### src/design/tccw_pkg.sv
// Shared constants, types and codes for the text console cell writer.
package tccw_pkg;

  localparam int COLUMNS_DEF = 80;
  localparam int ROWS_DEF    = 25;

  localparam int READ_CELL_W   = 11;
  localparam int CURSOR_CELL_W = 11;
  localparam int CHAR_W        = 8;
  localparam int COLOR_W       = 4;
  localparam int ATTR_W        = 8;
  localparam int CELL_W        = CHAR_W + ATTR_W;
  localparam int TAB_WIDTH_W   = 4;
  localparam int CFG_INDEX_W   = 2;
  localparam int CFG_DATA_W    = 8;

  localparam logic [CHAR_W-1:0] CHAR_NUL       = 8'd0;
  localparam logic [CHAR_W-1:0] CHAR_BACKSPACE = 8'd8;
  localparam logic [CHAR_W-1:0] CHAR_TAB       = 8'd9;
  localparam logic [CHAR_W-1:0] CHAR_NEWLINE   = 8'd10;
  localparam logic [CHAR_W-1:0] CHAR_BLANK     = 8'd32;

  localparam logic [TAB_WIDTH_W-1:0] TAB_WIDTH_RST  = 4'd4;
  localparam logic [ATTR_W-1:0]      TAB_ATTR_RST   = 8'd15;
  localparam logic [ATTR_W-1:0]      BLANK_ATTR_RST = 8'd0;

  typedef enum logic [CFG_INDEX_W-1:0] {
    CFG_TAB_WIDTH  = 2'd0,
    CFG_TAB_ATTR   = 2'd1,
    CFG_BLANK_ATTR = 2'd2
  } cfg_reg_e;

  typedef struct packed {
    logic [TAB_WIDTH_W-1:0] tab_width;
    logic [ATTR_W-1:0]      tab_attr;
    logic [ATTR_W-1:0]      blank_attr;
  } cfg_t;

  typedef enum logic [2:0] {
    CUR_HOLD,
    CUR_INC,
    CUR_DEC,
    CUR_NEWLINE,
    CUR_ZERO
  } cur_op_e;

  typedef struct packed {
    logic at_end;
    logic at_last;
    logic at_zero;
    logic col_zero;
  } cur_status_t;

  typedef enum logic [2:0] {
    ST_IDLE,
    ST_RD_DATA,
    ST_CHECK,
    ST_TAB,
    ST_CLEAR,
    ST_BS_RD,
    ST_BS_CMP,
    ST_FINISH
  } state_e;

endpackage

### src/design/tccw_cursor.sv
// Cursor unit: one shared adder steps, rewinds and moves the cursor to the next row; a select zeroes it.
module tccw_cursor #(
  parameter int COLUMNS = tccw_pkg::COLUMNS_DEF,
  parameter int ROWS    = tccw_pkg::ROWS_DEF
) (
  input  logic                                   clk_i,
  input  logic                                   rst_ni,
  input  tccw_pkg::cur_op_e                      op_i,
  output logic [$clog2(COLUMNS*ROWS+1)-1:0]      cursor_o,
  output logic [$clog2(COLUMNS*ROWS+1)-1:0]      prev_o,
  output tccw_pkg::cur_status_t                  status_o
);

  localparam int CELLS = COLUMNS * ROWS;
  localparam int CUR_W = $clog2(CELLS + 1);
  localparam int COL_W = $clog2(COLUMNS);

  logic [CUR_W-1:0] cursor_q, cursor_d, delta;
  logic [COL_W-1:0] col_q, col_d;

  always_comb begin
    delta = '0;
    col_d = col_q;
    unique case (op_i)
      tccw_pkg::CUR_HOLD: begin
        delta = '0;
      end
      tccw_pkg::CUR_INC: begin
        delta = CUR_W'(1);
        col_d = (col_q == COL_W'(COLUMNS - 1)) ? '0 : col_q + 1'b1;
      end
      tccw_pkg::CUR_DEC: begin
        delta = '1;
        col_d = (col_q == '0) ? COL_W'(COLUMNS - 1) : col_q - 1'b1;
      end
      tccw_pkg::CUR_NEWLINE: begin
        // jump to the start of the next row
        delta = CUR_W'(COLUMNS) - CUR_W'(col_q);
        col_d = '0;
      end
      tccw_pkg::CUR_ZERO: begin
        col_d = '0;
      end
      default: begin
        delta = '0;
      end
    endcase
    cursor_d = (op_i == tccw_pkg::CUR_ZERO) ? '0 : cursor_q + delta;
  end

  always_ff @(posedge clk_i or negedge rst_ni) begin
    if (!rst_ni) begin
      cursor_q <= '0;
      col_q    <= '0;
    end else begin
      cursor_q <= cursor_d;
      col_q    <= col_d;
    end
  end

  assign cursor_o          = cursor_q;
  assign prev_o            = cursor_q - 1'b1;
  assign status_o.at_end   = (cursor_q >= CUR_W'(CELLS));
  assign status_o.at_last  = (cursor_q == CUR_W'(CELLS - 1));
  assign status_o.at_zero  = (cursor_q == '0);
  assign status_o.col_zero = (col_q == '0);

  a_cursor_bounded: assert property (@(posedge clk_i) disable iff (!rst_ni)
    cursor_q <= CUR_W'(CELLS))
    else $error("cursor beyond end of screen");

  a_zero_is_row_start: assert property (@(posedge clk_i) disable iff (!rst_ni)
    (cursor_q == '0) |-> (col_q == '0))
    else $error("column count out of step with cursor");

endmodule

### config.mk
export PLATFORM = sky130hd
export DESIGN_NAME = tccw_cursor
export DESIGN_NICKNAME = d
export VERILOG_FILES = /design/src/design/tccw_pkg.sv /design/src/design/tccw_cursor.sv
export SDC_FILE = /design/constraint.sdc
export NUM_CORES = 1
export LEC_CHECK = 0
export ABC_CLOCK_PERIOD_IN_PS = 4590
export BUFFER_PORTS_ARGS = -buffer_cell sky130_fd_sc_hd__buf_4
export CAP_MARGIN = 10
export CORE_ASPECT_RATIO = 1.75
export CORE_UTILIZATION = 45
export DETAILED_ROUTE_END_ITERATION = 7
export HOLD_SLACK_MARGIN = 0.06
export PLACE_DENSITY = 0.72
export SLEW_MARGIN = 15
export SYNTH_ARGS = -nofsm -noshare
export SYNTH_HDL_FRONTEND = slang
export SYNTH_SLANG_ARGS = --single-unit
### constraint.sdc
create_clock -name clk_i -period 4.59 [get_ports clk_i]
set_input_delay 0.918 -clock clk_i [delete_from_list [all_inputs] [get_ports clk_i]]
set_output_delay 0.918 -clock clk_i [all_outputs]
set_load 0.03 [all_outputs]
==> results of run 1 <==
==> registers in the layout, summed over array words and instances, names as in the netlist <==
name / cells
col_q: 7
cursor_o: 11
==> cell type report <==
class	count	share of cell area (%)
timing repair buffer	31	11.1
sequential	18	21.5
multi-input combinational	181	60.3
clock buffer	3	1.97
inverter	12	2.15
tap	48	2.87
==> power groups by stage <==
stage | sequential [mW] | combinational (mW) | clock [mW]
5_1_grt | 0.363 | 1.03 | 0.127
3_5_place_dp | 0.351 | 0.950 | 0
4_1_cts | 0.347 | 0.953 | 0.117
2_1_floorplan | 0.396 | 0.618 | 0
3_3_place_gp | 0.348 | 0.940 | 0
6_report | 0.347 | 0.950 | 0.115
==> layout by cell type (no fill, tap or decap), types with 2 or more instances in the layout <==
| cell type | Yosys | layout |
|---|---|---|
| or3_1 | 2 | 2 |
| o31ai_1 | 6 | 6 |
| nor3_1 | 7 | 7 |
| o211ai_1 | 2 | 2 |
| nor2_1 | 29 | 29 |
| inv_1 | 12 | 12 |
| xnor2_1 | 8 | 8 |
| dfrtp_1 | 18 | 18 |
| a211oi_1 | 2 | 2 |
| clkbuf_8 | 0 | 3 |
| nand4b_1 | 3 | 3 |
| a21oi_1 | 11 | 11 |
| buf_4 | 0 | 31 |
| and3_1 | 3 | 3 |
| nand4_1 | 2 | 2 |
| ha_1 | 15 | 15 |
| a21o_1 | 8 | 8 |
| o32a_1 | 3 | 3 |
| or3b_1 | 2 | 2 |
| nor4_1 | 3 | 3 |
| nor3b_1 | 2 | 2 |
| a21boi_0 | 2 | 2 |
| nor2b_1 | 5 | 5 |
| nand2_1 | 9 | 9 |
| a22oi_1 | 2 | 2 |
| o21ai_1 | 5 | 5 |
| nand3_1 | 7 | 7 |
| o21ai_0 | 11 | 11 |
| xor2_1 | 11 | 11 |
==> stage by stage <==
| step | cell area (um2) | setup WS [ns] | hold slack [ns] | instances | total power, mW |
|---|---|---|---|---|---|
| final | 2090 | 1.47 | 0.531 | 293 | 1.41 |
| after global routing | 2090 | 1.30 | 0.533 | 293 | 1.52 |
| after CTS | 2090 | 1.48 | 0.535 | 293 | 1.42 |
| after detailed placement | 2050 | 1.42 | 0.682 | 290 | 1.30 |
| after global placement | 2050 | 1.43 | 0.656 | 290 | 1.29 |
| after floorplan | 1830 | 1.64 | 0.565 | 222 | 1.01 |
==> critical path, stage by stage (launching register included) <==
cell and delay (ns):
dfrtp_1 0.47, inv_1 0.14, ha_1 0.23, or3b_1 0.47, a21oi_1 0.22, xnor2_1 0.13
a21oi_1 0.09, ha_1 0.38, a21o_1 0.21, a21o_1 0.16, a221oi_1 0.29, xor2_1 0.18
nor2_1 0.05
==> per-layer routing <==
metal	routed length (um)	vias to the layer above	part of all wire (%)
met5	0	-	0
met4	168	0	3.7
met3	128	17	2.8
met2	2520	56	55
met1	1730	817	38
li1	-	857	-
==> synth_stat cells, drive strengths merged (2+ instances only) <==
master / count / share of area, %
nor2: 29 / 5.9
dfrtp: 18 / 25
o21ai: 16 / 4.4
ha: 15 / 10
inv: 12 / 2.5
a21oi: 11 / 3.0
xor2: 11 / 5.3
nand2: 9 / 1.8
a21o: 8 / 3.3
xnor2: 8 / 3.8
buf: 7 / 3.3
nand3: 7 / 1.9
nor3: 7 / 1.9
o31ai: 6 / 2.5
nor2b: 5 / 1.7
and3: 4 / 1.6
clkbuf: 4 / 0.82
nor4: 4 / 2.2
nand4b: 3 / 1.4
o211ai: 3 / 1.5
o32a: 3 / 1.6
a211oi: 2 / 0.82
a21boi: 2 / 0.82
a22oi: 2 / 0.82
nand4: 2 / 0.68
nor3b: 2 / 0.82
or3: 2 / 0.68
or3b: 2 / 0.96
==> logic make-up (layout without fill, tap and decap cells) <==
group,after synthesis,in the layout,synth area share [%]
compound gates,63,63,23.2
simple gates,81,81,24.0
mux,1,1,0.615
buf+inv,23,46,6.56
flops,18,18,24.6
fa+ha+maj,17,17,11.9
xor+xnor,19,19,9.08
==> worst max path at each step <==
stage                     slack [ns]  cells after the start      endpoint     start
after floorplan                 1.64                     10  cursor_o[10]   op_i[2]
after global placement          1.43                     11  cursor_o[10]   op_i[0]
after detailed placement        1.42                     11  cursor_o[10]   op_i[0]
after CTS                       1.48                     12   cursor_o[9]  col_q[0]
after global routing            1.30                     12   cursor_o[9]  col_q[0]
final                           1.47                     12   cursor_o[9]  col_q[0]
==> results.sh, run 1 <==
export IMPL_yosysSeqAreaShare_pct=24.6
export IMPL_switchingPower_uw=758
export IMPL_start_util_pct=46.9
export IMPL_post_cts_buffers=0
export IMPL_final_core_util_pct=53.6
export IMPL_startpoint_type="flop"
export IMPL_crit_fanout=9
export IMPL_grt_pass1_wl_um=7760
export IMPL_viasPerCell=5.96
export IMPL_internal_power_uw=654
export IMPL_reg2regPathDepth=12
export IMPL_synth_seq_cells=18
export IMPL_synth_edf_count=0
export IMPL_slew_headroom_pct=68.4
export IMPL_async_flop_share_pct=100
export IMPL_grt_ovfl_total=0
export IMPL_met1_usage_pct=25.0
export IMPL_rsz0062_at_grt="false"
export IMPL_drc=0
export IMPL_layout_drive_gt1_share_pct=15.9
export IMPL_r2r_start="col_q[0]"
export IMPL_tightest_slew_ns=0.470
export IMPL_skew_ns=0.00270
export IMPL_coreArea_um2=3900
export IMPL_via_count=1747
export IMPL_dieHeight_um=86.4
export IMPL_rows=30
export IMPL_cts_root_buf="clkbuf_8"
export IMPL_synth_cell_types=51
export IMPL_p_seq_share_pct=24.6
export IMPL_grt_max_degree=19
export IMPL_grt_met3_usage_pct=2.63
export IMPL_area_delta_synth_final_pct=14.1
export IMPL_first_pass_iters=4
export IMPL_worstSetupEndpointType="flop"
export IMPL_synth_area_um2=1830
export IMPL_clkPwrFrac_pct=8.1
export IMPL_cts_buffer_depth=2
export IMPL_hold_class="in2async"
export IMPL_p_leak_nw=1.01
export IMPL_wl_per_cell_um=15.5
export IMPL_grt_usage_pct=23.2
export IMPL_totalWireLength_um=4550
export IMPL_power_density_nw_per_um2=675
export IMPL_antenna_found_initial=0
export IMPL_clock_sinks=18
export IMPL_synthCells=222
export IMPL_avgSynthCellArea_um2=8.25
export IMPL_io_pins=31
export IMPL_cp_arrival_ns=3.27
export IMPL_p_sw_share_pct=53.7
export IMPL_multi_input_area_um2=1260
export IMPL_worstSetupPathType="reg2reg"
export IMPL_finalCritPeriodShare_pct=68.1
export IMPL_fillers=392
export IMPL_port_buffers=30
export IMPL_die_area_um2=4340
export IMPL_diodes=0
export IMPL_post_cts_resized=0
export IMPL_dpl_hpwl_um=3480
export IMPL_seqCellArea_um2=450
export IMPL_clk_pin_slew_ns=0.07
export IMPL_cts_made_buffers=3
export IMPL_cts_tree="done"
export IMPL_ant_nets=0
export IMPL_timing_final_crit_period_ns=3.12
export IMPL_final_max_slew_viol_count=0
export IMPL_clk_latency_ns=0.25
export IMPL_max_freq_ghz=0.320
export IMPL_hold_buffers=0
export IMPL_drt_initial_drc_count=53
export IMPL_met2_usage_pct=43.4
export IMPL_grt_busiest_layer="met2"
export IMPL_synthFlopType="dfrtp_1"
export IMPL_grt_pass1_vias=1695
export IMPL_ys_warn_count=0
export IMPL_ir_worst_vdd_mv=0.424
export IMPL_gp_congestion=0.940
export IMPL_num_nets_final=268
export IMPL_r2r_end="cursor_o[9]"
export IMPL_setup_viol_count_final=0
export IMPL_clock_tree_htree_level_count=1
export IMPL_regToRegSetupSlack_ns=1.47
export IMPL_finalSetupTns_ns=0
export IMPL_die_x_um=50.2
export IMPL_drv_cap=0
export IMPL_status="completed"
export IMPL_synthesis_nets=243
export IMPL_combPwrFrac_pct=67.3
export IMPL_hold_violations=0
export IMPL_cp_data_required_time_ns=4.74
(Power assumes the default switching activity.)
==> run 2, diff against run 1 <==
Settings changed: ABC_CLOCK_PERIOD_IN_PS 4590 to 2700, PLACE_DENSITY 0.72 to 0.75.
Clock period 4.59 ns to 2.7 ns, I/O delays scaled along.
==> results.sh, run 2 (synthesis gave the netlist of run 1 again) <==
export IMPL_fillers=344
export IMPL_grt_pass1_vias=1941
export IMPL_drc=0
export IMPL_max_freq_ghz=0.373
export IMPL_ant_nets=0
export IMPL_via_count=1912
export IMPL_layout_common_cells="67 x buf_4, 29 x nor2_1, 16 x dfrtp_1"
export IMPL_drt_initial_drc_count=65
export IMPL_num_nets_final=304
export IMPL_multi_input_area_um2=1320
export IMPL_p_leak_nw=1.20
export IMPL_layout_drive_gt1_share_pct=31.9
export IMPL_area_delta_synth_final_pct=32.7
export IMPL_cp_arrival_ns=2.83
export IMPL_cts_root_buf="clkbuf_8"
export IMPL_hold_violations=0
export IMPL_die_x_um=50.2
export IMPL_grt_ovfl_total=0
export IMPL_cts_tree="done"
export IMPL_coreArea_um2=3900
export IMPL_finalCritPeriodShare_pct=99.4
export IMPL_slew_headroom_pct=70.1
export IMPL_first_pass_iters=4
export IMPL_hold_buffers=0
export IMPL_cp_data_required_time_ns=2.85
export IMPL_timing_final_crit_period_ns=2.68
export IMPL_tightest_slew_ns=0.446
export IMPL_ir_worst_vdd_mv=0.633
export IMPL_worstSetupPathType="reg2reg"
export IMPL_dieHeight_um=86.4
export IMPL_largest_reg_flops=11
export IMPL_power_density_nw_per_um2=1120
export IMPL_io_pins=31
export IMPL_diodes=0
export IMPL_cts_buffer_depth=2
export IMPL_dpl_cell_area_um2=2300
export IMPL_dpl_hpwl_um=3960
export IMPL_worstSetupEndpointType="flop"
export IMPL_startpoint_type="flop"
export IMPL_antenna_found_initial=0
export IMPL_setup_viol_count_final=0
export IMPL_totalWireLength_um=5070
export IMPL_clk_pin_slew_ns=0.07
export IMPL_port_buffers=30
export IMPL_grt_pass1_wl_um=8430
export IMPL_skew_ns=0.00490
export IMPL_gp_congestion=1.01
export IMPL_drv_cap=0
export IMPL_cts_made_buffers=3
export IMPL_finalSetupTns_ns=0
export IMPL_clk_latency_ns=0.26
export IMPL_grt_usage_pct=25.3
export IMPL_rows=30
export IMPL_viasPerCell=5.79
export IMPL_status="completed"
export IMPL_rsz0062_at_grt="true"
export IMPL_hold_class="in2async"
export IMPL_mostFrequentLayoutCell="buf_4"
export IMPL_grt_max_degree=19
export IMPL_seqCellArea_um2=453
export IMPL_start_util_pct=46.9
export IMPL_clock_tree_htree_level_count=1
export IMPL_crit_fanout=5
export IMPL_clock_sinks=18
export IMPL_final_max_slew_viol_count=0
export IMPL_wl_per_cell_um=15.4
export IMPL_die_area_um2=4340
export IMPL_fin_area_um2=2430
## run 2: cell types whose count changed in the layout (fill, tap and decap cells not counted), moves of 2 or more
| cell | change |
|---|---|
| a21oi_2 | +2 |
| inv_2 | +2 |
| buf_4 | +36 |
| nor4_1 | -2 |
| nor4_2 | +2 |
| a21oi_1 | -2 |
| inv_1 | -2 |
| dfrtp_2 | +2 |
| ha_1 | -2 |
| dfrtp_1 | -2 |
## run 2: metal layers
layer  track usage (%)  part of all wire [%]  vias to the layer above
met5                 0                     0                        -
met4              12.5                   3.5                        0
met3              3.16                   2.6                       20
met2              50.9                    58                       60
met1              23.4                    36                      901
li1                  -                     -                      931
## run 2: area by class of cell
| class | instances | area share [%] |
|---|---|---|
| inverter | 12 | 1.85 |
| sequential | 18 | 18.6 |
| timing repair buffer | 67 | 20.7 |
| tap | 48 | 2.47 |
| multi-input combinational | 181 | 54.1 |
| clock buffer | 4 | 2.26 |
## run 2: path summary, 6_finish.rpt
path / slack [ns] / cells past startpoint / from / endpoint
worst min register to register: 0.65 / 2 / col_q[2] / col_q[2]
worst max register to register: 0.02 / 12 / col_q[1] / cursor_o[9]
worst min-delay path: 0.14 / 1 / rst_ni / col_q[3]
worst max-delay path: 0.02 / 12 / col_q[1] / cursor_o[9]
max in group asynchronous: 2.33 / 1 / rst_ni / col_q[0]
min in group clk_i: 0.58 / 2 / op_i[2] / col_q[2]
## run 2: power breakdown
group          switching [mW]  total (mW)  internal, mW  leakage, nW
clock network          0.0965       0.226         0.130       0.0288
logic                    1.09        1.92         0.824        0.948
registers               0.191       0.571         0.379        0.224
total                    1.38        2.71          1.33         1.20
## run 2: stage by stage
| stage | hold WS (ns) | setup WS, ns | instances | total power [mW] | utilization [%] |
|---|---|---|---|---|---|
| floorplan | 0.244 | 0.0391 | 222 | 1.75 | - |
| global placement | 0.433 | 0.0349 | 319 | 2.37 | 58.8 |
| detailed placement | 0.435 | 0.00459 | 319 | 2.41 | 58.8 |
| CTS | 0.152 | 0.00192 | 324 | 2.65 | 60.4 |
| global route | 0.154 | -0.0943 | 330 | 2.91 | 62.3 |
| finish | 0.143 | 0.0155 | 330 | 2.71 | 62.3 |
## run 2: critical path, cell delays in order, from the launching register on
cell	delay, ns
dfrtp_2	0.43
inv_2	0.08
ha_4	0.13
or3b_4	0.40
a21oi_2	0.16
xnor2_1	0.08
a21oi_1	0.15
ha_2	0.32
a21o_1	0.17
a21o_1	0.16
a221oi_2	0.26
xor2_1	0.18
nor2_1	0.05
## run 2: timing repair
| item | CTS | global route |
|---|---|---|
| pin swaps | 1 | 13 |
| setup buffers | 1 | 6 |
| cloned | 0 | 0 |
| setup endpoints to repair | 2 | 6 |
| resized for setup | 0 | 6 |
