`config.mk`:
```
export PLATFORM = sky130hd
export DESIGN_NAME = tccw_ctrl_flat
export DESIGN_NICKNAME = d
export VERILOG_FILES = /design/src/design/tccw_pkg.sv /design/src/design/tccw_if.sv /design/src/design/tccw_ctrl.sv /design/src/flat_wrapper.sv
export SDC_FILE = /design/constraint.sdc
export NUM_CORES = 1
export LEC_CHECK = 0
export ABC_AREA = 1
export BUFFER_PORTS_ARGS = -buffer_cell sky130_fd_sc_hd__buf_4
export CAP_MARGIN = 40
export CORE_UTILIZATION = 40
export CTS_CLUSTER_SIZE = 14
export DETAILED_ROUTE_END_ITERATION = 8
export GPL_TIMING_DRIVEN = 0
export PLACE_DENSITY = 0.81
export SLEW_MARGIN = 20
export SYNTH_ARGS = -nofsm -noshare
export SYNTH_HDL_FRONTEND = slang
export SYNTH_SLANG_ARGS = --single-unit
export TNS_END_PERCENT = 100
```
`constraint.sdc`:
```
create_clock -name clk_i -period 2.31 [get_ports clk_i]
set_input_delay 0.231 -clock clk_i [delete_from_list [all_inputs] [get_ports clk_i]]
set_output_delay 0.231 -clock clk_i [all_outputs]
set_load 0.05 [all_outputs]
```
`src/design/tccw_pkg.sv`:
```
// Shared constants, types and codes for the text console cell writer.
package tccw_pkg;

  localparam int COLUMNS_DEF = 80;
  localparam int ROWS_DEF    = 25;

  localparam int READ_CELL_W   = 11;
  localparam int CURSOR_CELL_W = 11;
  localparam int CHAR_W        = 8;
  localparam int COLOR_W       = 4;
  localparam int ATTR_W        = 8;
  localparam int CELL_W        = CHAR_W + ATTR_W;
  localparam int TAB_WIDTH_W   = 4;
  localparam int CFG_INDEX_W   = 2;
  localparam int CFG_DATA_W    = 8;

  localparam logic [CHAR_W-1:0] CHAR_NUL       = 8'd0;
  localparam logic [CHAR_W-1:0] CHAR_BACKSPACE = 8'd8;
  localparam logic [CHAR_W-1:0] CHAR_TAB       = 8'd9;
  localparam logic [CHAR_W-1:0] CHAR_NEWLINE   = 8'd10;
  localparam logic [CHAR_W-1:0] CHAR_BLANK     = 8'd32;

  localparam logic [TAB_WIDTH_W-1:0] TAB_WIDTH_RST  = 4'd4;
  localparam logic [ATTR_W-1:0]      TAB_ATTR_RST   = 8'd15;
  localparam logic [ATTR_W-1:0]      BLANK_ATTR_RST = 8'd0;

  typedef enum logic [CFG_INDEX_W-1:0] {
    CFG_TAB_WIDTH  = 2'd0,
    CFG_TAB_ATTR   = 2'd1,
    CFG_BLANK_ATTR = 2'd2
  } cfg_reg_e;

  typedef struct packed {
    logic [TAB_WIDTH_W-1:0] tab_width;
    logic [ATTR_W-1:0]      tab_attr;
    logic [ATTR_W-1:0]      blank_attr;
  } cfg_t;

  typedef enum logic [2:0] {
    CUR_HOLD,
    CUR_INC,
    CUR_DEC,
    CUR_NEWLINE,
    CUR_ZERO
  } cur_op_e;

  typedef struct packed {
    logic at_end;
    logic at_last;
    logic at_zero;
    logic col_zero;
  } cur_status_t;

  typedef enum logic [2:0] {
    ST_IDLE,
    ST_RD_DATA,
    ST_CHECK,
    ST_TAB,
    ST_CLEAR,
    ST_BS_RD,
    ST_BS_CMP,
    ST_FINISH
  } state_e;

endpackage

```
`src/design/tccw_if.sv`:
```
// Valid/ready channel interfaces for input items, results and register writes.
interface tccw_in_if;
  logic                                 valid;
  logic                                 ready;
  logic                                 kind;
  logic [tccw_pkg::CHAR_W-1:0]          char_code;
  logic [tccw_pkg::COLOR_W-1:0]         fg_color;
  logic [tccw_pkg::COLOR_W-1:0]         bg_color;
  logic [tccw_pkg::READ_CELL_W-1:0]     read_cell;

  modport source (output valid, kind, char_code, fg_color, bg_color, read_cell, input ready);
  modport sink   (input valid, kind, char_code, fg_color, bg_color, read_cell, output ready);
endinterface

interface tccw_out_if;
  logic                                 valid;
  logic                                 ready;
  logic [tccw_pkg::CURSOR_CELL_W-1:0]   cursor_cell;
  logic                                 screen_cleared;
  logic [tccw_pkg::CHAR_W-1:0]          read_char;
  logic [tccw_pkg::ATTR_W-1:0]          read_attr;

  modport source (output valid, cursor_cell, screen_cleared, read_char, read_attr, input ready);
  modport sink   (input valid, cursor_cell, screen_cleared, read_char, read_attr, output ready);
endinterface


```
`src/design/tccw_ctrl.sv`:
```
// Sequencer: decodes items, drives the cursor unit and the cell memory, holds the result.
module tccw_ctrl #(
  parameter int COLUMNS = tccw_pkg::COLUMNS_DEF,
  parameter int ROWS    = tccw_pkg::ROWS_DEF
) (
  input  logic                                      clk_i,
  input  logic                                      rst_ni,
  tccw_in_if.sink                                   in_i,
  tccw_out_if.source                                out_o,
  input  tccw_pkg::cfg_t                            cfg_i,
  input  logic [$clog2(COLUMNS*ROWS+1)-1:0]         cursor_i,
  input  logic [$clog2(COLUMNS*ROWS+1)-1:0]         prev_i,
  input  tccw_pkg::cur_status_t                     status_i,
  output tccw_pkg::cur_op_e                         cur_op_o,
  output logic                                      mem_we_o,
  output logic [$clog2(COLUMNS*ROWS)-1:0]           mem_waddr_o,
  output logic [tccw_pkg::CELL_W-1:0]               mem_wdata_o,
  output logic                                      mem_re_o,
  output logic [$clog2(COLUMNS*ROWS)-1:0]           mem_raddr_o,
  input  logic [tccw_pkg::CELL_W-1:0]               mem_rdata_i
);

  localparam int CELLS  = COLUMNS * ROWS;
  localparam int CUR_W  = $clog2(CELLS + 1);
  localparam int ADDR_W = $clog2(CELLS);
  localparam int WIDE_W = (tccw_pkg::READ_CELL_W > CUR_W) ? tccw_pkg::READ_CELL_W : CUR_W;

  tccw_pkg::state_e state_q, state_d;

  logic                                 out_valid_q;
  logic [tccw_pkg::CURSOR_CELL_W-1:0]   out_cursor_q;
  logic                                 out_cleared_q;
  logic [tccw_pkg::CHAR_W-1:0]          out_char_q;
  logic [tccw_pkg::ATTR_W-1:0]          out_attr_q;

  logic [tccw_pkg::TAB_WIDTH_W-1:0]     tab_cnt_q;
  logic                                 walk_q;
  logic                                 cleared_q;
  logic                                 rd_hit_q;
  logic [tccw_pkg::CHAR_W-1:0]          target_q;
  logic [tccw_pkg::CHAR_W-1:0]          res_char_q;
  logic [tccw_pkg::ATTR_W-1:0]          res_attr_q;

  logic                                 accept;
  logic                                 out_free;
  logic [WIDE_W-1:0]                    rc_wide;
  logic                                 rc_hit;
  logic [tccw_pkg::CHAR_W-1:0]          rd_char;
  logic                                 bs_first_blank;
  logic                                 bs_walk_more;

  assign accept   = in_i.valid && in_i.ready;
  assign out_free = !out_valid_q || out_o.ready;
  assign rc_wide  = WIDE_W'(in_i.read_cell);
  assign rc_hit   = (rc_wide < WIDE_W'(CELLS));
  assign rd_char  = mem_rdata_i[tccw_pkg::CHAR_W-1:0];

  // first backspace step: row start with a blank before it
  assign bs_first_blank = status_i.col_zero && (rd_char == tccw_pkg::CHAR_BLANK);
  assign bs_walk_more   = walk_q ? (rd_char == target_q)
                                 : (bs_first_blank || (rd_char == tccw_pkg::CHAR_NUL));

  // next state
  always_comb begin
    state_d = state_q;
    unique case (state_q)
      tccw_pkg::ST_IDLE: begin
        if (accept) begin
          if (in_i.kind) begin
            state_d = tccw_pkg::ST_RD_DATA;
          end else if (in_i.char_code == tccw_pkg::CHAR_BACKSPACE) begin
            state_d = tccw_pkg::ST_BS_RD;
          end else begin
            state_d = tccw_pkg::ST_CHECK;
          end
        end
      end
      tccw_pkg::ST_RD_DATA: state_d = tccw_pkg::ST_FINISH;
      tccw_pkg::ST_CHECK: begin
        priority if (status_i.at_end) begin
          state_d = tccw_pkg::ST_CLEAR;
        end else if (tab_cnt_q != '0) begin
          state_d = tccw_pkg::ST_TAB;
        end else begin
          state_d = tccw_pkg::ST_FINISH;
        end
      end
      tccw_pkg::ST_TAB: state_d = tccw_pkg::ST_CHECK;
      tccw_pkg::ST_CLEAR: begin
        if (status_i.at_last) begin
          state_d = tccw_pkg::ST_CHECK;
        end
      end
      tccw_pkg::ST_BS_RD: begin
        state_d = status_i.at_zero ? tccw_pkg::ST_CHECK : tccw_pkg::ST_BS_CMP;
      end
      tccw_pkg::ST_BS_CMP: begin
        state_d = bs_walk_more ? tccw_pkg::ST_BS_RD : tccw_pkg::ST_CHECK;
      end
      tccw_pkg::ST_FINISH: begin
        if (out_free) begin
          state_d = tccw_pkg::ST_IDLE;
        end
      end
      default: state_d = tccw_pkg::ST_IDLE;
    endcase
  end

  // control outputs
  always_comb begin
    in_i.ready  = 1'b0;
    cur_op_o    = tccw_pkg::CUR_HOLD;
    mem_we_o    = 1'b0;
    mem_waddr_o = ADDR_W'(cursor_i);
    mem_wdata_o = '0;
    mem_re_o    = 1'b0;
    mem_raddr_o = ADDR_W'(prev_i);
    unique case (state_q)
      tccw_pkg::ST_IDLE: begin
        in_i.ready = 1'b1;
        if (in_i.valid) begin
          if (in_i.kind) begin
            mem_re_o    = rc_hit;
            mem_raddr_o = ADDR_W'(rc_wide);
          end else begin
            unique case (in_i.char_code)
              tccw_pkg::CHAR_NEWLINE:   cur_op_o = tccw_pkg::CUR_NEWLINE;
              tccw_pkg::CHAR_BACKSPACE: cur_op_o = tccw_pkg::CUR_HOLD;
              tccw_pkg::CHAR_TAB:       cur_op_o = tccw_pkg::CUR_HOLD;
              default: begin
                mem_we_o    = 1'b1;
                mem_wdata_o = {in_i.bg_color, in_i.fg_color, in_i.char_code};
                cur_op_o    = tccw_pkg::CUR_INC;
              end
            endcase
          end
        end
      end
      tccw_pkg::ST_RD_DATA: begin
        cur_op_o = tccw_pkg::CUR_HOLD;
      end
      tccw_pkg::ST_CHECK: begin
        if (status_i.at_end) begin
          cur_op_o = tccw_pkg::CUR_ZERO;
        end
      end
      tccw_pkg::ST_TAB: begin
        mem_we_o    = 1'b1;
        mem_wdata_o = {cfg_i.tab_attr, tccw_pkg::CHAR_NUL};
        cur_op_o    = tccw_pkg::CUR_INC;
      end
      tccw_pkg::ST_CLEAR: begin
        mem_we_o    = 1'b1;
        mem_wdata_o = {cfg_i.blank_attr, tccw_pkg::CHAR_BLANK};
        cur_op_o    = status_i.at_last ? tccw_pkg::CUR_ZERO : tccw_pkg::CUR_INC;
      end
      tccw_pkg::ST_BS_RD: begin
        mem_re_o = !status_i.at_zero;
      end
      tccw_pkg::ST_BS_CMP: begin
        if (!walk_q && !bs_walk_more) begin
          // plain backspace: blank the previous cell
          mem_we_o    = 1'b1;
          mem_waddr_o = ADDR_W'(prev_i);
          mem_wdata_o = {cfg_i.blank_attr, tccw_pkg::CHAR_BLANK};
        end
        if (!walk_q || bs_walk_more) begin
          cur_op_o = tccw_pkg::CUR_DEC;
        end
      end
      tccw_pkg::ST_FINISH: begin
        cur_op_o = tccw_pkg::CUR_HOLD;
      end
      default: begin
        cur_op_o = tccw_pkg::CUR_HOLD;
      end
    endcase
  end

  always_ff @(posedge clk_i or negedge rst_ni) begin
    if (!rst_ni) begin
      state_q     <= tccw_pkg::ST_IDLE;
      out_valid_q <= 1'b0;
      tab_cnt_q   <= '0;
      walk_q      <= 1'b0;
      cleared_q   <= 1'b0;
      rd_hit_q    <= 1'b0;
    end else begin
      state_q <= state_d;
      if (state_q == tccw_pkg::ST_FINISH && out_free) begin
        out_valid_q <= 1'b1;
      end else if (out_o.ready) begin
        out_valid_q <= 1'b0;
      end
      if (accept) begin
        rd_hit_q  <= in_i.kind && rc_hit;
        cleared_q <= 1'b0;
        walk_q    <= 1'b0;
        tab_cnt_q <= (!in_i.kind && in_i.char_code == tccw_pkg::CHAR_TAB) ?
                     cfg_i.tab_width : '0;
      end
      if (state_q == tccw_pkg::ST_TAB) begin
        tab_cnt_q <= tab_cnt_q - 1'b1;
      end
      if (state_q == tccw_pkg::ST_CHECK && status_i.at_end) begin
        cleared_q <= 1'b1;
      end
      if (state_q == tccw_pkg::ST_BS_CMP) begin
        walk_q <= 1'b1;
      end
    end
  end

  always_ff @(posedge clk_i) begin
    if (accept) begin
      res_char_q <= '0;
      res_attr_q <= '0;
    end
    if (state_q == tccw_pkg::ST_RD_DATA && rd_hit_q) begin
      res_char_q <= mem_rdata_i[tccw_pkg::CHAR_W-1:0];
      res_attr_q <= mem_rdata_i[tccw_pkg::CELL_W-1:tccw_pkg::CHAR_W];
    end
    if (state_q == tccw_pkg::ST_BS_CMP && !walk_q) begin
      target_q <= bs_first_blank ? tccw_pkg::CHAR_BLANK : tccw_pkg::CHAR_NUL;
    end
    if (state_q == tccw_pkg::ST_FINISH && out_free) begin
      out_cursor_q  <= tccw_pkg::CURSOR_CELL_W'(cursor_i);
      out_cleared_q <= cleared_q;
      out_char_q    <= res_char_q;
      out_attr_q    <= res_attr_q;
    end
  end

  assign out_o.valid          = out_valid_q;
  assign out_o.cursor_cell    = out_cursor_q;
  assign out_o.screen_cleared = out_cleared_q;
  assign out_o.read_char      = out_char_q;
  assign out_o.read_attr      = out_attr_q;

  a_idle_below_end: assert property (@(posedge clk_i) disable iff (!rst_ni)
    (state_q == tccw_pkg::ST_IDLE) |-> !status_i.at_end)
    else $error("idle with cursor at end of screen");

  a_idle_no_tab_left: assert property (@(posedge clk_i) disable iff (!rst_ni)
    (state_q == tccw_pkg::ST_IDLE) |-> (tab_cnt_q == '0))
    else $error("tab cells left over after item");

  a_no_rw_collision: assert property (@(posedge clk_i) disable iff (!rst_ni)
    !(mem_we_o && mem_re_o && (mem_waddr_o == mem_raddr_o)))
    else $error("read and write of the same cell in one cycle");

  a_cleared_from_check: assert property (@(posedge clk_i) disable iff (!rst_ni)
    $rose(cleared_q) |-> ($past(state_q) == tccw_pkg::ST_CHECK))
    else $error("clear flag set outside end check");

endmodule

```
`src/flat_wrapper.sv`:
```
// flat-port wrapper written by rule: the top's interface ports become plain ports
module tccw_ctrl_flat 
#(
  parameter int COLUMNS = tccw_pkg::COLUMNS_DEF,
  parameter int ROWS    = tccw_pkg::ROWS_DEF
)
  (clk_i, rst_ni, cfg_i, cursor_i, prev_i, status_i, cur_op_o, mem_we_o, mem_waddr_o, mem_wdata_o, mem_re_o, mem_raddr_o, mem_rdata_i, in_i_valid, in_i_kind, in_i_char_code, in_i_fg_color, in_i_bg_color, in_i_read_cell, in_i_ready, out_o_valid, out_o_cursor_cell, out_o_screen_cleared, out_o_read_char, out_o_read_attr, out_o_ready);
  tccw_in_if in_i_i ();
  tccw_out_if out_o_i ();
  input  logic clk_i;
  input  logic rst_ni;
  input  tccw_pkg::cfg_t cfg_i;
  input  logic [$clog2(COLUMNS*ROWS+1)-1:0] cursor_i;
  input  logic [$clog2(COLUMNS*ROWS+1)-1:0] prev_i;
  input  tccw_pkg::cur_status_t status_i;
  output tccw_pkg::cur_op_e cur_op_o;
  output logic mem_we_o;
  output logic [$clog2(COLUMNS*ROWS)-1:0] mem_waddr_o;
  output logic [tccw_pkg::CELL_W-1:0] mem_wdata_o;
  output logic mem_re_o;
  output logic [$clog2(COLUMNS*ROWS)-1:0] mem_raddr_o;
  input  logic [tccw_pkg::CELL_W-1:0] mem_rdata_i;
  input wire logic [$bits(in_i_i.valid)-1:0] in_i_valid;
  input wire logic [$bits(in_i_i.kind)-1:0] in_i_kind;
  input wire logic [$bits(in_i_i.char_code)-1:0] in_i_char_code;
  input wire logic [$bits(in_i_i.fg_color)-1:0] in_i_fg_color;
  input wire logic [$bits(in_i_i.bg_color)-1:0] in_i_bg_color;
  input wire logic [$bits(in_i_i.read_cell)-1:0] in_i_read_cell;
  output wire logic [$bits(in_i_i.ready)-1:0] in_i_ready;
  output wire logic [$bits(out_o_i.valid)-1:0] out_o_valid;
  output wire logic [$bits(out_o_i.cursor_cell)-1:0] out_o_cursor_cell;
  output wire logic [$bits(out_o_i.screen_cleared)-1:0] out_o_screen_cleared;
  output wire logic [$bits(out_o_i.read_char)-1:0] out_o_read_char;
  output wire logic [$bits(out_o_i.read_attr)-1:0] out_o_read_attr;
  input wire logic [$bits(out_o_i.ready)-1:0] out_o_ready;
  assign in_i_i.valid = in_i_valid;
  assign in_i_i.kind = in_i_kind;
  assign in_i_i.char_code = in_i_char_code;
  assign in_i_i.fg_color = in_i_fg_color;
  assign in_i_i.bg_color = in_i_bg_color;
  assign in_i_i.read_cell = in_i_read_cell;
  assign in_i_ready = in_i_i.ready;
  assign out_o_valid = out_o_i.valid;
  assign out_o_cursor_cell = out_o_i.cursor_cell;
  assign out_o_screen_cleared = out_o_i.screen_cleared;
  assign out_o_read_char = out_o_i.read_char;
  assign out_o_read_attr = out_o_i.read_attr;
  assign out_o_i.ready = out_o_ready;
  tccw_ctrl #(.COLUMNS(COLUMNS), .ROWS(ROWS)) u_core (.clk_i(clk_i), .rst_ni(rst_ni), .in_i(in_i_i), .out_o(out_o_i), .cfg_i(cfg_i), .cursor_i(cursor_i), .prev_i(prev_i), .status_i(status_i), .cur_op_o(cur_op_o), .mem_we_o(mem_we_o), .mem_waddr_o(mem_waddr_o), .mem_wdata_o(mem_wdata_o), .mem_re_o(mem_re_o), .mem_raddr_o(mem_raddr_o), .mem_rdata_i(mem_rdata_i));
endmodule
```
==> flow_summary.json, run 1 <==
{
  "yosysSeqAreaShare_pct": 54.6,
  "final_nets": 600,
  "nFillCells": 619,
  "hold_viol": 0,
  "dr_wl_met3_um": 544,
  "design.core.area_um2": 7210,
  "arrival_ps": 2000,
  "synth_area_leader_cell": "edfxtp_1",
  "drive_gt1_share_pct": 43.3,
  "ioPinCount": 167,
  "tightest_slew_ps": 751,
  "cts_buffers": 5,
  "cp_data_required_time_ps": 2080,
  "die_y_um": 88.3,
  "antenna_cells": 0,
  "synth_top_area_share_pct": 45.4,
  "mappedNetlistArea_um2": 2980,
  "vias": 2845,
  "yosysWarnings": 0,
  "cts_buffer_depth": 2,
  "cts_tree": "done",
  "report.power.total_mw": 4.74,
  "endpoint_kind": "output pin",
  "fin_worst_skew_ps": 4.58,
  "slew_violations": 0,
  "gp_congestion": 0.895,
  "cts.clk_slew.worst_paths_ps": 100,
  "grt_pass1_vias": 2610,
  "cts-root-buf": "clkbuf_8",
  "period_share_pct": 96.8,
  "crit_type": "reg -> out",
  "clk_latency_ps": 310,
  "wl_met1_um": 3130,
  "htreeDepth": 2,
  "grt_usage_pct": 18.8,
  "vdd_drop_max_v": 0.000533,
  "syn_nets": 422,
  "yosys_register_bits": 56,
  "finish.utilization_pct": 63.0,
  "top_layer_used": "met4",
  "fin_crit_ps": 2240,
  "start_kind": "flip-flop",
  "clock_sinks": 56,
  "p_clk_share_pct": 11.4,
  "p_leak_nw": 2.23,
  "dp_hpwl_um": 6390,
  "wl_um": 7920,
  "overflow": 0,
  "seq_power_share_pct": 32.4,
  "syn_to_final_growth_pct": 52.5,
  "power.density_nw_per_um2": 1040,
  "first_pass_iters": 4,
  "synthTopCellsByArea": "edfxtp_1 45%, nand2_1 11%, dfrtp_1 9.2%",
  "cellInternalPower_mw": 2.47,
  "die_w_um": 88.3,
  "drc": 0,
  "avgViaCountPerCell": 4.70,
  "path_max_fanout": 8,
  "synth_cells": 327,
  "portBuffers": 166,
  "antenna_found_initial": 0,
  "placed_area_um2": 4360,
  "hold_class": "in -> reg",
  "rows": 31,
  "dr.first_iter.drc_count": 111,
  "stdcell_area_um2": 4540,
  "wl_met2_um": 4150,
  "grt_max_degree": 29,
  "dieArea_um2": 7800,
  "grt_pass1_wl_um": 11400,
  "antenna_left": 0,
  "power_switching_mw": 2.27,
  "max_cap_viol_count": 0,
  "ys_types": 33,
  "p_comb_share_pct": 56.2,
  "slew_headroom_pct": 49.8,
  "whs_ps": 105,
  "setup_viol": 0,
  "p_sw_share_pct": 47.9,
  "fmax_mhz": 447,
  "status": "finished, final reports clean",
  "initial_core_util_pct": 41.3,
  "syn_avg_cell_area_um2": 9.11,
  "routedWlPerCell_um": 13.1
}
## metrics by stage
stage	instances	TNS (ps)	setup slack, ps
floorplan	327	0	119
global placement	592	0	139
detailed placement	592	0	142
CTS	602	0	9.23
global route	605	-11.0	-3.66
finish	605	0	74.3
## critical path, cell delays in order, from the launching register on
cell	delay, ps
dfrtp_2	480
inv_4	110
nand2_2	80
inv_4	90
nand2_8	80
nor2_4	190
buf_8	160
mux2_4	300
buf_4	190
## layout by cell type (no fill, tap or decap), drive strengths merged
cell / instances
buf: 175
nand2: 95
inv: 48
edfxtp: 45
nor2: 42
nand3: 25
nand4: 13
mux2: 11
dfrtp: 11
o21ai: 10
clkbuf: 8
nor3: 5
a21oi: 4
nand3b: 3
o211ai: 2
o31ai: 1
or2: 1
a31oi: 1
o22ai: 1
o21bai: 1
ha: 1
clkinv: 1
clkinvlp: 1
dlygate4sd3: 1
## registers in the layout (all words and copies together) (netlist names)
signal	flops
u_core.rd_hit_q	1
u_core.state_q	3
u_core.out_o.cursor_cell	11
u_core.out_o.read_attr	8
u_core.cleared_q	1
u_core.tab_cnt_q	4
u_core.out_o.screen_cleared	1
u_core.walk_q	1
u_core.out_o.read_char	8
u_core.res_attr_q	8
u_core.out_o.valid	1
u_core.res_char_q	8
u_core.target_q	1
## cell families after synthesis
kind of cell	synth area share, %
compound gates	3.78
fa+ha+maj	0.420
buf+inv	7.64
flops	54.6
mux	5.29
simple gates	28.3
## layer usage
metal	global-route usage [%]	vias to the layer above
met5	0	-
met3	4.20	10
li1	-	1430
met1	22.5	1298
met4	4.69	0
met2	34.3	107
## area by class of cell
cell class,instances,area [um2],share of cell area [%]
repair buffers,171,1320,29.0
flip-flops and latches,56,1630,35.9
clock inverters,3,27.5,0.606
inverters,47,181,3.99
multi-input cells,216,1140,25.1
clock buffers,5,68.8,1.51
well taps,99,124,2.73
plain buffers,8,52.6,1.16
## cell usage after synthesis, drive strengths merged
master  number
nand2       95
inv         47
edfxtp      45
nor2        42
nand3       25
nand4       13
dfrtp       11
mux2        11
o21ai       10
buf          6
nor3         5
a21oi        4
nand3b       3
clkbuf       2
o211ai       2
a31oi        1
ha           1
o21bai       1
o22ai        1
o31ai        1
or2          1
## power groups by stage
stage / sequential, mW / clock, mW / combinational [mW]
global route: 1.56 / 0.598 / 2.86
global placement: 1.55 / 0 / 2.54
detailed placement: 1.56 / 0 / 2.58
finish: 1.53 / 0.542 / 2.66
floorplan: 1.80 / 0 / 1.56
CTS: 1.53 / 0.560 / 2.62
## final timing paths
path	startpoint	end	slack, ps	depth (start not counted)
min	cursor_i[7]	u_core.out_o.cursor_cell[7]	110	1
max reg2reg	u_core.state_q[0]	u_core.res_attr_q[5]	370	6
min reg2reg	u_core.res_attr_q[4]	u_core.out_o.read_attr[4]	430	0
max	u_core.state_q[2]	mem_raddr_o[6]	70	8
max in group asynchronous	rst_ni	u_core.state_q[2]	1860	2
min in group asynchronous	rst_ni	u_core.tab_cnt_q[1]	280	2
## what timing repair did
item | in CTS | in global routing
hold buffers | 1 | 0
hold endpoints to repair | 11 | 0
pin swaps | 0 | 1
endpoints found under the setup margin | 10 | 30
buffers inserted | 1 | 2
cloned | 0 | 1
gates resized for setup | 1 | 10
Power figures use the tool's default switching activity.
==> run 2, diff against run 1 <==
Settings changed: CORE_UTILIZATION 40 to 41, CTS_BUF_LIST from default to sky130_fd_sc_hd__clkbuf_8, CTS_CLUSTER_SIZE 14 to default, PLACE_DENSITY 0.81 to 0.83, REMOVE_ABC_BUFFERS from default to 1.
==> run 2 against run 1 <==
Die area is 2.4% lower. Largest cell class unchanged. Largest power group unchanged. Highest routed layer unchanged. Global-route usage is 3.4 points higher. Worst hold slack worse by 16 ps.
==> flow_summary.json, run 2 (synthesis gave the netlist of run 1 again) <==
{
  "status": "finished, final reports clean",
  "grt_pass1_vias": 2787,
  "dr_wl_met3_um": 649,
  "first_pass_iters": 4,
  "die_y_um": 87.2,
  "p_clk_share_pct": 11.5,
  "min-delay-start": "out_o_ready",
  "largest_reg_flops": 11,
  "vias": 2921,
  "cts.clk_slew.worst_paths_ps": 100,
  "period_share_pct": 97.7,
  "final_common_cell": "buf_4",
  "power_switching_mw": 2.38,
  "cts_buffer_depth": 2,
  "nFillCells": 558,
  "slew_headroom_pct": 47.4,
  "fin_worst_skew_ps": 9.32,
  "grt_pass1_wl_um": 12900,
  "slew_violations": 0,
  "final_nets": 600,
  "design.core.area_um2": 6910,
  "final_cells": 602,
  "top_layer_used": "met4",
  "clk_latency_ps": 320,
  "avgViaCountPerCell": 4.85,
  "endpoint_kind": "output pin",
  "drc": 0,
  "dp_hpwl_um": 6710,
  "wl_um": 8840,
  "initial_core_util_pct": 43.1,
  "fin_crit_ps": 2260,
  "rows": 30,
  "hold_class": "in -> reg",
  "wl_met2_um": 4870,
  "grt_max_degree": 29,
  "clock_sinks": 56,
  "p_leak_nw": 2.25,
  "gp_congestion": 0.822,
  "vdd_drop_max_v": 0.000755,
  "fmax_mhz": 443,
  "power.density_nw_per_um2": 1070,
  "arrival_ps": 2030,
  "p_comb_share_pct": 56.9,
  "setup_viol": 0,
  "path_max_fanout": 8,
  "ioPinCount": 167,
  "drive_gt1_share_pct": 44.3,
  "start_kind": "flip-flop",
  "seq_power_share_pct": 31.6,
  "finish.utilization_pct": 66.6,
  "p_sw_share_pct": 48.5,
  "syn_to_final_growth_pct": 54.4,
  "wl_met1_um": 3180,
  "timing.rr.start": "u_core.state_q[0]",
  "antenna_cells": 0,
  "tightest_slew_ps": 787,
  "antenna_found_initial": 0,
  "cts_tree": "done",
  "final_cell_mix": "167 x buf_4, 90 x nand2_1, 45 x edfxtp_1",
  "cp-startpoint": "u_core.state_q[1]",
  "max_cap_viol_count": 0,
  "routedWlPerCell_um": 14.7,
  "crit_type": "reg -> out",
  "portBuffers": 166,
  "cp_data_required_time_ps": 2080,
  "cts-root-buf": "clkbuf_8",
  "placed_cells": 581,
  "cellInternalPower_mw": 2.53,
  "die_w_um": 87.2,
  "cts_buffers": 5,
  "dr.first_iter.drc_count": 104,
  "overflow": 0,
  "htreeDepth": 2,
  "hold_viol": 0,
  "dieArea_um2": 7610,
  "grt_usage_pct": 22.3,
  "antenna_left": 0
}
-- run 2: cell count changes in the layout (fill, tap and decap cells not counted), sizes merged --
cell    change
clkbuf      -3
buf         +3
-- run 2: power groups by stage --
stage | clock network (mW) | logic, mW | registers [mW]
finish | 0.565 | 2.80 | 1.55
floorplan | 0 | 1.53 | 1.80
global route | 0.615 | 2.99 | 1.58
CTS | 0.573 | 2.66 | 1.55
global placement | 0 | 2.52 | 1.55
detailed placement | 0 | 2.58 | 1.57
-- run 2: cell type report --
type | count | area [um2] | area share, %
flip-flops and latches | 56 | 1630 | 35.4
repair buffers | 179 | 1400 | 30.4
multi-input cells | 216 | 1170 | 25.5
inverters | 47 | 181 | 3.94
well taps | 96 | 120 | 2.61
clock buffers | 5 | 68.8 | 1.50
clock inverters | 3 | 27.5 | 0.598
-- run 2: worst paths after layout --
check	depth (start not counted)	endpoint	slack [ps]
max	8	mem_raddr_o[3]	50
min	2	u_core.out_o.valid	90
max reg2reg	4	u_core.res_char_q[1]	290
min reg2reg	0	u_core.out_o.read_attr[0]	420
max in group asynchronous	2	u_core.state_q[2]	1870
min in group asynchronous	2	u_core.tab_cnt_q[2]	280
-- run 2: worst max-delay path, stage by stage (launching register included) --
cell	delay (ps)
dfrtp_2	480
nor2_4	160
nand2_2	90
inv_4	100
nand2_8	90
nor2_4	140
buf_6	160
mux2_4	300
buf_4	190
-- run 2: what timing repair did --
action                                  in CTS  in global routing
gates cloned                                 0                  0
pin swaps                                    2                  5
resized for setup                            8                 17
hold endpoints to repair                    11                  0
setup buffers                                5                  7
hold buffers                                 1                  0
endpoints found under the setup margin      56                 52
-- run 2: stage by stage --
| stage | setup slack [ps] | hold WS, ps | power (mW) | setup TNS, ps | instance area [um2] |
|---|---|---|---|---|---|
| after detailed placement | 12.6 | 79.4 | 4.15 | 0 | 4300 |
| after CTS | 0.451 | 87.5 | 4.78 | 0 | 4490 |
| after global routing | -14.4 | 78.5 | 5.18 | -14.4 | 4600 |
| after floorplan | -485 | -64.6 | 3.34 | -1720 | 2930 |
| after global placement | -512 | 76.8 | 4.07 | -14300 | 4300 |
| final | 53.1 | 89.1 | 4.92 | 0 | 4600 |
-- run 2: per-layer routing --
layer  track usage (%)  vias to the layer above
li1                  -                     1429
met1              23.4                     1354
met2              43.8                      127
met3              4.74                       11
met4              6.71                        0
met5                 0                        -
==> run 3, diff against run 2 <==
Settings changed: ABC_CLOCK_PERIOD_IN_PS from default to 2850, CORE_UTILIZATION 41 to 42, GPL_TIMING_DRIVEN 0 to 1, PLACE_DENSITY 0.83 to 0.82.
Clock period 2.31 ns to 2.85 ns, I/O delays scaled along.
==> run 3 against run 2 <==
Clock-buffer cell count is the same. Sequential share of layout area is 1.2 points higher. Register-to-register slack improved by 710 ps. Routed wire length fell by 2.8%. Clock power fell by 19%. Die area shrank 2.3%. Flip-flop and latch count unchanged. Global-route usage rose by 0.092 points. Largest power group unchanged. Worst setup slack improved by 160 ps. Largest cell class unchanged. Critical path depth unchanged.
==> flow_summary.json, run 3 (synthesis gave the netlist of run 1 again) <==
{
  "cts_resized": 0,
  "report.power.total_mw": 3.83,
  "final_cell_mix": "168 x buf_4, 91 x nand2_1, 45 x edfxtp_1",
  "endpoint_kind": "output pin",
  "die_w_um": 86.2,
  "drive_gt1_share_pct": 41.6,
  "slew_violations": 0,
  "overflow": 0,
  "avgViaCountPerCell": 4.81,
  "nFillCells": 578,
  "htreeDepth": 2,
  "die_y_um": 86.2,
  "antenna_found_initial": 0,
  "final_nets": 591,
  "cellInternalPower_mw": 1.96,
  "power_switching_mw": 1.87,
  "cts_buffers": 5,
  "period_share_pct": 92.5,
  "max_cap_viol_count": 0,
  "antenna_cells": 0,
  "p_clk_share_pct": 12.0,
  "seq_power_share_pct": 32.6,
  "p_sw_share_pct": 48.7,
  "routedWlPerCell_um": 14.5,
  "ff2ff_path_depth": 4,
  "slew_headroom_pct": 52.0,
  "ioPinCount": 167,
  "cts_buffer_depth": 2,
  "rows": 30,
  "grt_max_degree": 22,
  "clk_latency_ps": 310,
  "cts_tree": "done",
  "cts-root-buf": "clkbuf_8",
  "fin_worst_skew_ps": 7.81,
  "placed_cells": 584,
  "initial_core_util_pct": 43.6,
  "cts.clk_slew.worst_paths_ps": 100,
  "wl_um": 8590,
  "first_pass_iters": 4,
  "grt_pass1_vias": 2701,
  "power.density_nw_per_um2": 862,
  "setup_ws_ps": 213,
  "portBuffers": 166,
  "crit_type": "reg -> out",
  "design.core.area_um2": 6830,
  "vias": 2852,
  "status": "finished, final reports clean",
  "clock_sinks": 56,
  "setup_viol": 0,
  "grt_setup_unrepaired": "no",
  "tns_ps": 0,
  "fmax_mhz": 379,
  "tightest_slew_ps": 719,
  "p_comb_share_pct": 55.4,
  "dr.first_iter.drc_count": 104,
  "dieArea_um2": 7430,
  "hold_class": "in -> reg",
  "start_kind": "flip-flop",
  "fin_crit_ps": 2640,
  "arrival_ps": 2350,
  "dp_hpwl_um": 6940,
  "worstHoldPathCells": 2,
  "post_cts_buffers": 0,
  "cp_data_required_time_ps": 2570,
  "syn_to_final_growth_pct": 49.1,
  "grt_usage_pct": 22.3,
  "hold_viol": 0,
  "antenna_left": 0,
  "post-place-ws_ps": 518,
  "final_cells": 593,
  "stdcell_area_um2": 4440,
  "placed_area_um2": 4330,
  "vdd_drop_max_v": 0.000532,
  "path_max_fanout": 12,
  "gp_congestion": 0.834,
  "drc": 0,
  "final_common_cell": "buf_4",
  "grt_pass1_wl_um": 12800,
  "largest_reg_flops": 11,
  "p_leak_nw": 2.18
}
[run 3: changes by cell type in the layout (fill, tap and decap cells not counted), sizes merged]
| cell | delta |
|---|---|
| buf | -9 |
[run 3: final timing paths]
| kind | from | end | slack (ps) |
|---|---|---|---|
| max | u_core.state_q[0] | mem_re_o | 210 |
| min | out_o_ready | u_core.out_o.valid | 150 |
| max reg2reg | u_core.state_q[0] | u_core.res_attr_q[4] | 1000 |
| min reg2reg | u_core.res_attr_q[4] | u_core.out_o.read_attr[4] | 420 |
| max in group asynchronous | rst_ni | u_core.walk_q | 2360 |
| min in group asynchronous | rst_ni | u_core.rd_hit_q | 340 |
[run 3: critical path, stage by stage (launching register included)]
cell     delay (ps)
dfrtp_1         500
nor2_4          180
nand2_2          90
inv_4            90
nand2_8          70
nor2_4          360
o21ai_0         250
o21ai_0         220
buf_4           280
[run 3: per-layer routing]
| layer | vias up | share of wire [%] | routed length, um | GRT usage (%) |
|---|---|---|---|---|
| met1 | 1330 | 38 | 3280 | 25.7 |
| met5 | - | 0 | 0 | 0 |
| li1 | 1413 | - | - | - |
| met3 | 2 | 6.4 | 546 | 3.33 |
| met2 | 107 | 55 | 4710 | 43.4 |
| met4 | 0 | 0.57 | 49 | 5.00 |
[run 3: final cells by class]
| cell class | instances | area, um2 | area share (%) |
|---|---|---|---|
| well taps | 96 | 120 | 2.70 |
| flip-flops and latches | 56 | 1630 | 36.6 |
| inverters | 47 | 179 | 4.03 |
| repair buffers | 170 | 1290 | 29.1 |
| clock buffers | 5 | 68.8 | 1.55 |
| clock inverters | 3 | 27.5 | 0.620 |
| multi-input cells | 216 | 1130 | 25.4 |
[run 3: power groups by stage]
stage	clock network, mW	registers [mW]	logic (mW)
6_report	0.458	1.25	2.12
5_1_grt	0.504	1.27	2.27
4_1_cts	0.469	1.25	2.13
3_5_place_dp	0	1.27	2.12
3_3_place_gp	0	1.26	2.09
2_1_floorplan	0	1.46	1.24
[run 3: through the flow]
| stage | utilization, % | hold slack (ps) |
|---|---|---|
| floorplan | - | -10.6 |
| global placement | 63.4 | 136 |
| detailed placement | 63.4 | 137 |
| CTS | 65.0 | 145 |
| global route | 65.0 | 143 |
| finish | 65.0 | 154 |
[run 3: timing repair]
action | 4_1_cts | 5_1_grt
hold buffers | 1 | 0
endpoints found under the hold margin | 11 | 0
setup endpoints to repair | 0 | 0
